===== config.mk =====
export PLATFORM = sky130hd
export DESIGN_NAME = sem_isqrt
export DESIGN_NICKNAME = d
export VERILOG_FILES = /design/src/rtl/sobel_edge_magnitude_defines.svh /design/src/rtl/sem_pkg.sv /design/src/rtl/sem_isqrt.sv
export SDC_FILE = /design/constraint.sdc
export NUM_CORES = 1
export LEC_CHECK = 0
export ABC_AREA = 1
export BUFFER_PORTS_ARGS = -buffer_cell sky130_fd_sc_hd__buf_2
export CORE_MARGIN = 3
export CORE_UTILIZATION = 60
export CTS_BUF_LIST = sky130_fd_sc_hd__clkbuf_8
export DETAILED_ROUTE_END_ITERATION = 6
export GPL_ROUTABILITY_DRIVEN = 0
export PLACE_DENSITY = 0.83
export SETUP_SLACK_MARGIN = 0.2
export SLEW_MARGIN = 40
export SYNTH_ARGS = -nofsm -noshare
export SYNTH_HDL_FRONTEND = slang
export SYNTH_SLANG_ARGS = --single-unit

===== constraint.sdc =====
create_clock -name clk -period 3.6 [get_ports clk]
set_input_delay 0.18 -clock clk [delete_from_list [all_inputs] [get_ports clk]]
set_output_delay 0.18 -clock clk [all_outputs]
set_load 0.1 [all_outputs]

===== src/rtl/sobel_edge_magnitude_defines.svh =====
// ----------------------------------------------------------------------------
// sobel edge magnitude assertion macros
// shared checking helpers, compiled out when SYNTH is defined
// ----------------------------------------------------------------------------
`ifndef SOBEL_EDGE_MAGNITUDE_DEFINES_SVH
`define SOBEL_EDGE_MAGNITUDE_DEFINES_SVH

`ifndef SYNTH
// property that must hold on every clock outside reset
`define SEM_ASSERT_ALWAYS(lbl, expr, msg) \
  lbl: assert property (@(posedge clk) disable iff (!rst_n) (expr)) else $error(msg);
// implication checked on the same clock
`define SEM_ASSERT_IMPL(lbl, ante, cons, msg) \
  lbl: assert property (@(posedge clk) disable iff (!rst_n) (ante) |-> (cons)) \
    else $error(msg);
`else
`define SEM_ASSERT_ALWAYS(lbl, expr, msg)
`define SEM_ASSERT_IMPL(lbl, ante, cons, msg)
`endif

`endif


===== src/rtl/sem_pkg.sv =====
// ----------------------------------------------------------------------------
// sem_pkg
// shared widths, register indexes and reset values of the sobel block
// ----------------------------------------------------------------------------
`default_nettype none

package sem_pkg;

  // default sizing
  localparam int DEF_MAX_WIDTH    = 4096;
  localparam int DEF_MAX_CHANNELS = 4;

  // field and register widths
  localparam int SAMPLE_W = 8;
  localparam int CFG_W    = 13;
  localparam int CCNT_W   = 3;
  localparam int ROW_W    = 14;
  localparam int GRAD_W   = 11;
  localparam int SQ_W     = 2 * GRAD_W;
  localparam int RAD_W    = 16;
  localparam int ROOT_W   = 8;

  // register indexes
  typedef logic [1:0] cfg_idx_t;
  localparam cfg_idx_t REG_FRAME_WIDTH   = 2'd0;
  localparam cfg_idx_t REG_FRAME_HEIGHT  = 2'd1;
  localparam cfg_idx_t REG_CHANNEL_COUNT = 2'd2;

  // register reset values
  localparam logic [CFG_W-1:0]  RST_FRAME_WIDTH   = 13'd640;
  localparam logic [CFG_W-1:0]  RST_FRAME_HEIGHT  = 13'd480;
  localparam logic [CCNT_W-1:0] RST_CHANNEL_COUNT = 3'd1;

endpackage

`default_nettype wire


===== src/rtl/sem_isqrt.sv =====
// ----------------------------------------------------------------------------
// sem_isqrt
// serial integer square root, one result bit per cycle
// ----------------------------------------------------------------------------
`default_nettype none

module sem_isqrt (
  input  wire logic                       clk,
  input  wire logic                       rst_n,
  input  wire logic                       start,
  input  wire logic [sem_pkg::RAD_W-1:0]  value,
  output logic                            done,
  output logic      [sem_pkg::ROOT_W-1:0] root
);

  localparam int REM_W = sem_pkg::ROOT_W + 3;
  localparam int CNT_W = $clog2(sem_pkg::ROOT_W);

  logic                       busy_r;
  logic                       done_r;
  logic [CNT_W-1:0]           cnt_r;
  logic [sem_pkg::RAD_W-1:0]  val_r;
  logic [REM_W-1:0]           rem_r;
  logic [sem_pkg::ROOT_W-1:0] root_r;

  logic [REM_W-1:0] rem_sh;
  logic [REM_W-1:0] trial;
  logic             fits;

  // one digit pair per step
  always_comb begin
    rem_sh = {rem_r[REM_W-3:0], val_r[sem_pkg::RAD_W-1 -: 2]};
    trial  = {1'b0, root_r, 2'b01};
    fits   = rem_sh >= trial;
  end

  // control
  always_ff @(posedge clk) begin
    if (!rst_n) begin
      busy_r <= 1'b0;
      done_r <= 1'b0;
      cnt_r  <= '0;
    end else begin
      done_r <= 1'b0;
      if (start) begin
        busy_r <= 1'b1;
        cnt_r  <= CNT_W'(sem_pkg::ROOT_W - 1);
      end else if (busy_r) begin
        cnt_r <= cnt_r - 1'b1;
        if (cnt_r == '0) begin
          busy_r <= 1'b0;
          done_r <= 1'b1;
        end
      end
    end
  end

  // datapath
  always_ff @(posedge clk) begin
    if (start) begin
      val_r  <= value;
      rem_r  <= '0;
      root_r <= '0;
    end else if (busy_r) begin
      val_r  <= {val_r[sem_pkg::RAD_W-3:0], 2'b00};
      rem_r  <= fits ? rem_sh - trial : rem_sh;
      root_r <= {root_r[sem_pkg::ROOT_W-2:0], fits};
    end
  end

  assign done = done_r;
  assign root = root_r;

endmodule

`default_nettype wire


==> metrics <==
ANT nets after route=0; Synth Register Bits=38; CTS Buffer Depth=2; total CTS buffers=5; initial drt markers=92; Die Y=63.9 µm; leading area contributor after synthesis=edfxtp_1; post-CTS sizing=0; post-DP HPWL=2.89 mm; diodes inserted=0; top post-synthesis cells by area=edfxtp_1 24%, dfxtp_1 22%, nand2_1 19%, ha_1 7.5%, inv_1 5.4%; setup TNS=0 ns; core box area=0.00313 mm²; number of buffers added on ports=27; Post-synth EDFFs=16; H-Tree Depth=2; Max-Cap Viols=0; net count after synthesis=285; Final Hold Viols=0; Critical Path Start Type=flip-flop; first-pass GRT wire length=7.15 mm; slowest cell on the critical path=clkinv_1; number of global-route vias before repair=1609; HP Class=input port to flip-flop; drt pass-1 iters=4; syn_area_per_cell=7.93 µm²; Top FF cell, synth=dfxtp_1; worst-path maximum fanout=24; Tmin final=2.08 ns; layout cell share with drive strength beyond 1=17.6%; Post-synth top cells=104 x nand2_1, 29 x inv_1, 22 x dfxtp_1; Critical Path, Cell by Cell=nor2_2 -> clkinv_1; Fmax=0.480 GHz; Final Cycle Share=57.9%; synth unique cells=27; relative slew slack=47.5%; CTS tree=yes; Yosys warning count=0; grt ovf=0; Placement Setup Slack=1.44 ns; num ports=28; Crit path arrival time=1.88 ns; row count=20; area growth from synthesis to layout=13.7%; post-synthesis instance total=254; type of destination of the critical path=flip-flop; die area=0.00409 mm²; DRC viols=0; Post-CTS Setup Inserts=0; Critical Path RT=3.40 ns; static leakage=1.19 nW; CP peak stage delay=0.79 ns; Vias/cell=5.02; Setup violations, final=0; Final Non-Filler Cells=328; sequential element share of the synthesized area=45.7%; global router's overall resource usage=22.5%; Worst-Skew Late Latency=0.29 ns; most frequent cell after synthesis=nand2_1; Clock Pin Slew Worst Setup and Hold Paths=0.07 ns; Root Driver=clkbuf_8; worst-margin pin slew=0.782 ns; VDD IR max=0.562 mV; ys async rst share=0%; outcome=finished clean; critical path class=flip-flop to flip-flop; largest net degree at the start of global routing=25; dpl cells=320; nets@finish=314; Pwr Density=766 mW/mm²; Max Slew Vio Count=0; hold_buf cts=0; wire per inst=12.3 µm; unrepaired setup endpoints after global routing=no; chip width=63.9 µm; CTS sink count=38; Clock Skew=0.00460 ns; initial antenna violation count=0; Final Worst Setup Slack=1.52 ns; via count=1648; share of the synthesized area in the top cell type=23.9%; initial core utilization=64.4%; final WL=4.04 mm; Syn Std Cell Area=0.00201 mm²
[state kept, by name (all words and copies together), names as in the netlist]
signal,cells
val_r,16
rem_r,9
root,8
cnt_r,3
busy_r,1
done,1
[metal layers]
metal,track usage (%),vias up,share of wire (%)
li1,-,870,-
met1,29.0,741,47
met2,36.6,31,47
met3,5.98,6,4.7
met4,7.01,0,1.2
met5,0,-,0
[path summary, 6_finish.rpt]
kind	slack, ns	depth (start not counted)	startpoint	end
worst max-delay path	1.52	2	busy_r$_SDFF_PN0_	val_r[14]$_DFFE_PP_
worst max register to register	1.52	2	busy_r$_SDFF_PN0_	val_r[14]$_DFFE_PP_
worst min-delay path	0.13	3	rst_n	done$_SDFF_PP0_
worst min register to register	0.47	2	rem_r[7]$_SDFFE_PP0P_	rem_r[7]$_SDFFE_PP0P_
[cells by family after synthesis]
kind of cell | share of synthesized area, %
adders and majority gates | 7.46
xor gates and xnor gates | 1.31
AOI/OAI and AO/OA | 5.97
and+or+nand+nor | 32.2
DFF | 45.7
buffers and inverters | 7.33
[through the flow]
stage	total power [W]	hold slack [ns]	cell area, µm²	utilization, %
floorplan	0.00125	0.299	2010	-
CTS	0.00175	0.127	2290	73.2
detailed placement	0.00140	0.436	2180	69.7
global placement	0.00139	0.433	2180	69.7
global route	0.00190	0.142	2290	73.2
finish	0.00175	0.132	2290	73.2
[final cells by class]
| class | count | area [µm²] |
|---|---|---|
| Multi-Input combinational cell | 178 | 945 |
| Sequential cell | 38 | 921 |
| Fill cell | 260 | 840 |
| Timing Repair Buffer | 27 | 135 |
| Inverter | 33 | 124 |
| Clock buffer | 5 | 68.8 |
| Tap cell | 44 | 55.1 |
| Clock inverter | 3 | 40.0 |
[critical path: cells and delay by family (launching register included)]
family | cells | cell delay, ns
DFF | 1 | 0.34
buffers and inverters | 1 | 0.79
and+or+nand+nor | 1 | 0.45
[power breakdown]
part	leakage (nW)	switching (W)	internal (W)	total [W]
logic	0.790	0.000568	0.000288	0.000856
registers	0.344	0.0000355	0.000512	0.000547
clock network	0.0579	0.000147	0.000204	0.000351
total	1.19	0.000750	0.00100	0.00175
[layout by cell type, fill, tap and decap left out, types with 3 or more instances in the layout]
cell        n
nand3b_1    5
buf_2      27
dfxtp_1    22
ha_1       12
nand2_2     3
o22ai_1     7
a21oi_1     3
inv_2       3
nand3_1    16
clkbuf_8    5
inv_1      29
nand2_4     4
edfxtp_1   16
nor2_1      9
nand2_1   104
Note: power is estimated with default switching activity, not from simulation.
